`src/design/dldc_pkg.sv`:
```
// shared types, codes and constants for the dual lane divergence checker
`default_nettype none

package dldc_pkg;

  // default width of the statistics counters
  localparam int COUNT_WIDTH_DEF = 32;

  // reported counter width on the result channel
  localparam int STAT_OUT_W = 32;

  // number of statistics counters
  localparam int STAT_NUM = 6;

  // statistics counter slots
  typedef enum logic [2:0] {
    ST_DIV    = 3'd0,
    ST_REC    = 3'd1,
    ST_QUANTA = 3'd2,
    ST_MASKED = 3'd3,
    ST_INJ    = 3'd4,
    ST_CKPT   = 3'd5
  } stat_idx_t;

  // request function codes
  localparam logic FUNC_START   = 1'b0;
  localparam logic FUNC_QUANTUM = 1'b1;

  // action codes
  localparam logic [2:0] ACT_PROCEED   = 3'd0;
  localparam logic [2:0] ACT_ROLLBACK  = 3'd1;
  localparam logic [2:0] ACT_HALTED_OK = 3'd2;
  localparam logic [2:0] ACT_HARD_DIV  = 3'd3;
  localparam logic [2:0] ACT_BUDGET    = 3'd4;
  localparam logic [2:0] ACT_IDLE      = 3'd5;

  // configuration register indexes
  localparam int CFG_IDX_W = 2;
  localparam logic [CFG_IDX_W-1:0] CFG_INSN_BUDGET = 2'd0;
  localparam logic [CFG_IDX_W-1:0] CFG_CKPT_PERIOD = 2'd1;
  localparam logic [CFG_IDX_W-1:0] CFG_RETRY_LIMIT = 2'd2;
  localparam int CFG_DATA_W = 64;

  // reset value of the retry limit
  localparam logic [3:0] RETRY_LIMIT_RST = 4'd3;

  // retry run counter saturation point
  localparam logic [4:0] RETRY_RUN_MAX = 5'd31;

  // input request
  typedef struct packed {
    logic        func;
    logic [63:0] digest_a;
    logic [63:0] digest_b;
    logic [63:0] retired_a;
    logic [63:0] retired_b;
    logic        halted_a;
    logic        fault_injected;
  } in_t;

  // result request
  typedef struct packed {
    logic [2:0]            action;
    logic                  commit_flag;
    logic                  take_checkpoint;
    logic                  latency_valid;
    logic [63:0]           fault_latency;
    logic [63:0]           agreed_count;
    logic [STAT_OUT_W-1:0] divergence_count;
    logic [STAT_OUT_W-1:0] recovery_count;
    logic [STAT_OUT_W-1:0] quanta_count;
    logic [STAT_OUT_W-1:0] masked_count;
    logic [STAT_OUT_W-1:0] injected_count;
    logic [STAT_OUT_W-1:0] checkpoint_count;
  } out_t;

  // configuration register file contents
  typedef struct packed {
    logic [63:0] insn_budget;
    logic [31:0] checkpoint_period;
    logic [3:0]  retry_limit;
  } cfg_t;

endpackage

`default_nettype wire

```
`src/design/dldc_core.sv`:
```
// run state, compare logic and statistics counters of the divergence checker
`default_nettype none

module dldc_core #(
  parameter int COUNT_WIDTH = dldc_pkg::COUNT_WIDTH_DEF
) (
  input  wire logic           clk,
  input  wire logic           rst_n,
  input  wire logic           fire,
  input  dldc_pkg::in_t       item,
  input  dldc_pkg::cfg_t      cfg,
  output dldc_pkg::out_t      res
);
  import dldc_pkg::*;

  localparam logic [COUNT_WIDTH-1:0] CNT_MAX = {COUNT_WIDTH{1'b1}};

  // run state
  logic [63:0]            agreed_r, agreed_nxt;
  logic [4:0]             retry_r, retry_nxt;
  logic                   pend_r, pend_nxt;
  logic [63:0]            mark_r, mark_nxt;
  logic [31:0]            qsc_r, qsc_nxt;
  logic                   done_r, done_nxt;
  logic [COUNT_WIDTH-1:0] stat_r   [STAT_NUM];
  logic [COUNT_WIDTH-1:0] stat_nxt [STAT_NUM];

  function automatic logic [COUNT_WIDTH-1:0] sat_inc(input logic [COUNT_WIDTH-1:0] v);
    return (v == CNT_MAX) ? v : v + COUNT_WIDTH'(1);
  endfunction

  // next state and result for the request in the input register
  always_comb begin
    logic [63:0] ret_max;
    logic        pend_eff;
    logic [63:0] mark_eff;
    logic [4:0]  retry_inc;

    agreed_nxt = agreed_r;
    retry_nxt  = retry_r;
    pend_nxt   = pend_r;
    mark_nxt   = mark_r;
    qsc_nxt    = qsc_r;
    done_nxt   = done_r;
    for (int i = 0; i < STAT_NUM; i++) begin
      stat_nxt[i] = stat_r[i];
    end

    ret_max   = (item.retired_a > item.retired_b) ? item.retired_a : item.retired_b;
    pend_eff  = pend_r | item.fault_injected;
    mark_eff  = item.fault_injected ? agreed_r : mark_r;
    retry_inc = (retry_r < RETRY_RUN_MAX) ? retry_r + 5'd1 : retry_r;

    res                 = '0;
    res.action          = ACT_PROCEED;
    res.fault_latency   = '0;

    if (item.func == FUNC_START) begin
      // open a new run with the initial checkpoint
      agreed_nxt = '0;
      retry_nxt  = '0;
      pend_nxt   = 1'b0;
      mark_nxt   = '0;
      qsc_nxt    = '0;
      for (int i = 0; i < STAT_NUM; i++) begin
        stat_nxt[i] = '0;
      end
      stat_nxt[ST_CKPT]   = COUNT_WIDTH'(1);
      res.take_checkpoint = 1'b1;
      if (cfg.insn_budget == 64'd0) begin
        res.action = ACT_BUDGET;
        done_nxt   = 1'b1;
      end else begin
        done_nxt   = 1'b0;
      end
    end else if (done_r) begin
      // quantum outside a run
      res.action = ACT_IDLE;
    end else begin
      // fault injection bookkeeping
      if (item.fault_injected) begin
        stat_nxt[ST_INJ] = sat_inc(stat_r[ST_INJ]);
        pend_nxt         = 1'b1;
        mark_nxt         = agreed_r;
      end
      if (item.digest_a != item.digest_b) begin
        // divergence: report latency for a pending fault, then rollback or give up
        stat_nxt[ST_DIV] = sat_inc(stat_r[ST_DIV]);
        if (pend_eff) begin
          res.fault_latency  = ret_max - mark_eff;
          res.latency_valid  = 1'b1;
          pend_nxt           = 1'b0;
        end
        retry_nxt = retry_inc;
        if (retry_inc > {1'b0, cfg.retry_limit}) begin
          res.action = ACT_HARD_DIV;
          done_nxt   = 1'b1;
        end else begin
          stat_nxt[ST_REC] = sat_inc(stat_r[ST_REC]);
          res.action       = ACT_ROLLBACK;
        end
      end else begin
        // agreement: advance and check halt, checkpoint, budget
        retry_nxt           = '0;
        stat_nxt[ST_QUANTA] = sat_inc(stat_r[ST_QUANTA]);
        agreed_nxt          = item.retired_a;
        if (pend_eff) begin
          stat_nxt[ST_MASKED] = sat_inc(stat_r[ST_MASKED]);
          pend_nxt            = 1'b0;
        end
        qsc_nxt = (qsc_r == 32'hFFFF_FFFF) ? qsc_r : qsc_r + 32'd1;
        if (item.halted_a) begin
          res.commit_flag   = 1'b1;
          res.action        = ACT_HALTED_OK;
          done_nxt          = 1'b1;
        end else begin
          if (cfg.checkpoint_period != 32'd0 && qsc_nxt >= cfg.checkpoint_period) begin
            res.commit_flag     = 1'b1;
            res.take_checkpoint = 1'b1;
            stat_nxt[ST_CKPT]   = sat_inc(stat_r[ST_CKPT]);
            qsc_nxt             = '0;
          end
          if (item.retired_a >= cfg.insn_budget) begin
            res.action = ACT_BUDGET;
            done_nxt   = 1'b1;
          end
        end
      end
    end

    // counters after the request
    res.agreed_count     = agreed_nxt;
    res.divergence_count = STAT_OUT_W'(stat_nxt[ST_DIV]);
    res.recovery_count   = STAT_OUT_W'(stat_nxt[ST_REC]);
    res.quanta_count     = STAT_OUT_W'(stat_nxt[ST_QUANTA]);
    res.masked_count     = STAT_OUT_W'(stat_nxt[ST_MASKED]);
    res.injected_count   = STAT_OUT_W'(stat_nxt[ST_INJ]);
    res.checkpoint_count = STAT_OUT_W'(stat_nxt[ST_CKPT]);
  end

  // state update on each processed request
  always_ff @(posedge clk) begin
    if (!rst_n) begin
      agreed_r <= '0;
      retry_r  <= '0;
      pend_r   <= 1'b0;
      mark_r   <= '0;
      qsc_r    <= '0;
      done_r   <= 1'b1;
      for (int i = 0; i < STAT_NUM; i++) begin
        stat_r[i] <= '0;
      end
    end else if (fire) begin
      agreed_r <= agreed_nxt;
      retry_r  <= retry_nxt;
      pend_r   <= pend_nxt;
      mark_r   <= mark_nxt;
      qsc_r    <= qsc_nxt;
      done_r   <= done_nxt;
      for (int i = 0; i < STAT_NUM; i++) begin
        stat_r[i] <= stat_nxt[i];
      end
    end
  end

endmodule

`default_nettype wire

```
`config.mk`:
```
export PLATFORM = sky130hd
export DESIGN_NAME = dldc_core
export DESIGN_NICKNAME = d
export VERILOG_FILES = /design/src/design/dldc_pkg.sv /design/src/design/dldc_core.sv
export SDC_FILE = /design/constraint.sdc
export NUM_CORES = 2
export LEC_CHECK = 0
export BUFFER_PORTS_ARGS = -buffer_cell sky130_fd_sc_hd__buf_2
export CORE_ASPECT_RATIO = 0.7
export CORE_MARGIN = 1
export CORE_UTILIZATION = 40
export DETAILED_ROUTE_END_ITERATION = 8
export PLACE_DENSITY = 0.72
export SKIP_LAST_GASP = 1
export SLEW_MARGIN = 20
export SYNTH_ARGS = -nofsm -noshare
export SYNTH_HDL_FRONTEND = slang
export SYNTH_SLANG_ARGS = --single-unit
export TNS_END_PERCENT = 5
```
`constraint.sdc`:
```
create_clock -name clk -period 6.6 [get_ports clk]
set_input_delay 0.33 -clock clk [delete_from_list [all_inputs] [get_ports clk]]
set_output_delay 0.33 -clock clk [all_outputs]
set_load 0.005 [all_outputs]
```
==> After elaboration in Yosys (flattened, before gate mapping) <==
Memories as Yosys holds them, arrays and structs flattened.
Cells that the tools add are included.
{ "totals": {"reg_bits": 167, "latch_bits": 0, "mem_bits_rw": 192, "rom_bits": 0, "out_inout_bits": 326, "mem_count": 1} }
{ "memory_table": {"columns": ["name", "depth", "width", "rd", "rd_clocked_by_memory_dff", "wr", "line", "text"], "rows": [
  ["stat_r", 6, 32, 6, 0, 6, "dldc_core.sv:25", "logic [COUNT_WIDTH-1:0] stat_r [STAT_NUM];"]
]} }
{ "op_classes": {"n_addsub": 9, "multipliers": 0, "n_div": 0, "order_cmp": 5, "n_eq_ne": 11, "n_shift": 0, "mux": 70, "bitwise": 7, "n_reduce_logical": 6} }
{ "ops": {"columns": ["op", "count"], "rows": [
  ["32-bit two-way mux", 24],
  ["64-bit two-way mux", 9],
  ["192-bit two-way mux", 2],
  ["32-bit by 1-bit adder with 32-bit output, second input constant", 7],
  ["32-bit == test, second input constant", 7],
  ["65-bit two-way mux", 3],
  ["67-bit two-way mux", 1],
  ["64-bit >= comparator", 1],
  ["64-bit > comparator", 1],
  ["64-bit logical NOT", 1],
  ["64-bit inequality test", 1],
  ["64-bit subtractor", 1],
  ["32-bit >= comparator", 1],
  ["32-bit nonzero test", 1],
  ["5-bit two-way mux", 4],
  ["1-bit two-way mux", 18],
  ["3-bit two-way mux", 5],
  ["1-bit bitwise OR", 7],
  ["2-bit two-way mux", 3],
  ["3-bit AND reduction", 2],
  ["5-bit by 1-bit adder with 5-bit output, second input constant", 1],
  ["5-bit by 4-bit > comparator with 1-bit output", 1],
  ["5-bit less-than comparator, second input constant", 1],
  ["4-bit two-way mux", 1],
  ["4 further kinds", 5]
]} }

==> Longest topological paths before layout <==
{ "logic_depth": {"depth_word": 10, "mapped_depth": 26, "ltp_nobuf": 24} }

==> Worst setup path after synthesis <==
OpenSTA, ideal clock, no wires.
{ "synth_timing": {"path_type": "input port to flip-flop", "start": "input fire", "end": "register done_r", "setup_ns": 0.070, "arrival_ns": 5.782, "t_required_ns": 6.530, "path_slack_ns": 0.749, "cell_stages": 7, "path_buffers": 2, "cell_sequence": "clkbuf_1 -> clkinv_1 -> clkbuf_1 -> nand2_1 -> o21ai_0 -> o2bb2ai_1 -> a21oi_1"} }
{ "synth_lines": {"columns": ["element", "line", "text"], "rows": [
  ["start, declared", "dldc_core.sv:9", "input wire logic fire,"],
  ["end signal, assigned", "dldc_core.sv:159", "done_r <= done_nxt;"],
  ["end, declared", "dldc_core.sv:24", "logic done_r, done_nxt;"]
]} }

==> flow_summary.toml <==
[critical_path]
crit_path_start = "item[65]"
rr_startpoint = "qsc_r[19]"
cpPeakStageDelay_ps = 500
end_kind = "output port"
crit_slowest_cell = "or4_4"
r2r_slack_ps = 1210
crit_type = "in2out"
worstSetupEndpoint = "res[313]"
reg2reg_depth = 19
crit_path_max_fanout = 8
start_kind = "input pin"
regToRegEndpoint = "stat_r[0][177]"
worstPathRequired_ps = 6270
crit_arrival_ps = 6050
path_common_cell = "buf_4"

[sta]
post-route-period-util_pct = 96.64
hold_viol = 0
setup_viol = 0
fin_crit_ps = 6378
slew_headroom_pct = 27.91
skew_ps = 14.25
rsz0062_at_grt = "true"
fmax_mhz = 156.8
worst_pin_slew_ps = 1081
finalMaxSlewViolations = 0

[hold_path]
min-delay-start = "item[1]"
hold_class = "in2reg"
min_delay_path_depth = 3

[die]
dieArea_sq_um = 75510
io-pin-count = 688
dieWidth_microns = 328.0
die_h_microns = 230.2
coreArea_sq_um = 73420
std_cell_rows = 83
initial_core_util_pct = 40.53

[global_route]
grt_pass1_wl_mm = 167.4
grt_max_degree = 119
grt_pass1_vias = 27900
antenna_found_initial = 8
grt-ovfl-total = 0
grtUsageTotal_pct = 28.55

[synthesis]
syn_area_sq_um = 29760
yosys_warnings = 0
synth_area_leader_cell = "edfxtp_1"
syn_area_per_cell_sq_um = 8.357
synth.most_common_cell = "nor2_1"
ys_ff_latch = 359
yosysSeqAreaShare_pct = 30.61
synth_nets = 4160
ys_async_sr_fraction_pct = 0
synthTopCellsByCount = "541 x nor2_1, 236 x ha_1, 233 x nand2_1"
ys_top_cells_by_area = "edfxtp_1 19%, dfxtp_1 11%, ha_1 9.9%"
synthCells = 3561
synth_enable_flop_cells = 192
yosysUniqueCellTypes = 88
ys.flop_type = "edfxtp_1"
synth_top_area_share_pct = 19.37

[placed_design]
place_congestion = 0.9902
dp_hpwl_mm = 87.84
portBuffers = 687
placed_cell_area_sq_um = 35180

[pwr]
switchingPower_uw = 2253
power_frac_clock_pct = 35.9
p_comb_share_pct = 27.6
switching_share_pct = 32.56
cellPowerDensity_nw_per_um2 = 188.5
total_power_uw = 6918
seqPwrFrac_pct = 36.5
total_leakage_power_uw = 0.01726
peakVddDrop_v = 0.0002476
p_int_uw = 4665

[finish]
drive_gt1_share_pct = 26.57
fin_nets = 4898
area_delta_synth_final_pct = 23.35
finish.instance_area_sq_um = 36710

[cts]
insertion_delay_ps = 600
cts.htree.levels = 2
cts_root_buffer = "clkbuf_16"
clkSinkCount = 359
cts_tree = "done"
cts_buffers = 42
cts.reportedPaths.clkPinSlew_ps = 60
cts_buffer_depth = 3

[flow_run]
cap_violations = 0

[detailed_routing]
totalWireLength_mm = 112.1
routed_via_density = 5.643
drt-initial-drc-count = 2515
num_vias = 29990
ant_nets = 0
first_pass_iters = 5
route.detailed.drc = 0
wl_per_cell_microns = 21.09

[status]
status = "completed"
## cells in the final DEF, fill, tap and decap left out, drive strengths merged, types with 65 or more instances in the layout
master	netlist	routed
nand2	234	234
ha	236	236
o211a	65	65
mux2	68	68
nor2	549	549
or2	71	71
mux2i	72	72
a21oi	148	148
inv	221	229
nand4	146	146
a21o	82	82
a22o	73	73
xnor2	172	172
o21ai	75	75
nor3	67	67
nand3	110	110
edfxtp	192	192
o31ai	67	67
xor2	155	155
buf	54	877
and2	76	76
dfxtp	167	167
## state kept, by name, summed over array words and instances, names as in the netlist
register,cells
agreed_r,64
mark_r,64
done_r,1
retry_r,5
stat_r,192
pend_r,1
qsc_r,32
## power by group through the flow
stage	Sequential [uW]	Clock [uW]	Combinational [uW]
3_3_place_gp	2560	0	1850
5_1_grt	2530	2620	2070
3_5_place_dp	2570	0	1860
6_report	2520	2480	1910
4_1_cts	2520	2540	1880
2_1_floorplan	2560	0	1070
## stage by stage
stage | worst slack, ps | util, % | hold WS, ps | std cells | TNS, ps
global placement | 238.6 | 47.91 | 452.5 | 5231 | 0
CTS | 62.40 | 49.89 | 115.7 | 5308 | 0
finish | 221.7 | 50.00 | 159.2 | 5315 | 0
floorplan | 748.6 | - | 438.8 | 3561 | 0
global route | -55.79 | 49.98 | 132.2 | 5311 | -131.7
detailed placement | -67.35 | 47.91 | 461.5 | 5231 | -67.35
## per-layer routing
layer	up-vias	routed length, microns	track usage [%]
met2	1290	47930	43.08
met1	14320	50340	40.11
met3	193	10080	6.177
met5	-	0	0
met4	0	3728	9.287
li1	14200	-	-
## how the worst min path moves through the flow
stage | end | slack, ps
floorplan | qsc_r[23] | 440
global placement | qsc_r[23] | 450
detailed placement | qsc_r[23] | 460
CTS | done_r | 120
global route | done_r | 130
finish | done_r | 160
## what timing repair did
item                       CTS  global route
resized for setup            2            10
hold buffers                 0             0
pin swaps                    0             3
setup endpoints to repair    2            19
setup buffers                0             1
## critical path, delay by kind of cell
family / cells / cell delay, ps
multiplexers: 1 / 280
AND/OR/NAND/NOR: 8 / 2140
adder cells (fa/ha/maj): 2 / 640
AO/OA/AOI/OAI: 9 / 1540
buffers and inverters: 8 / 1080
## final cells by class
type,instances,area [sq um]
Timing Repair Buffer,877,4898
Inverter,222,840.8
Tap cell,977,1222
Sequential cell,359,9109
Multi-Input combinational cell,2797,19190
Antenna cell,6,15.01
Clock buffer,53,1205
Clock inverter,24,229.0
Fill cell,7067,36710
## kinds of logic after synthesis
group,synth area share (%)
xor+xnor,9.624
flops,30.61
simple gates,23.83
compound gates,15.63
mux,4.995
fa+ha+maj,9.989
buf+inv,5.327
Note: power is estimated with default switching activity, not from simulation.
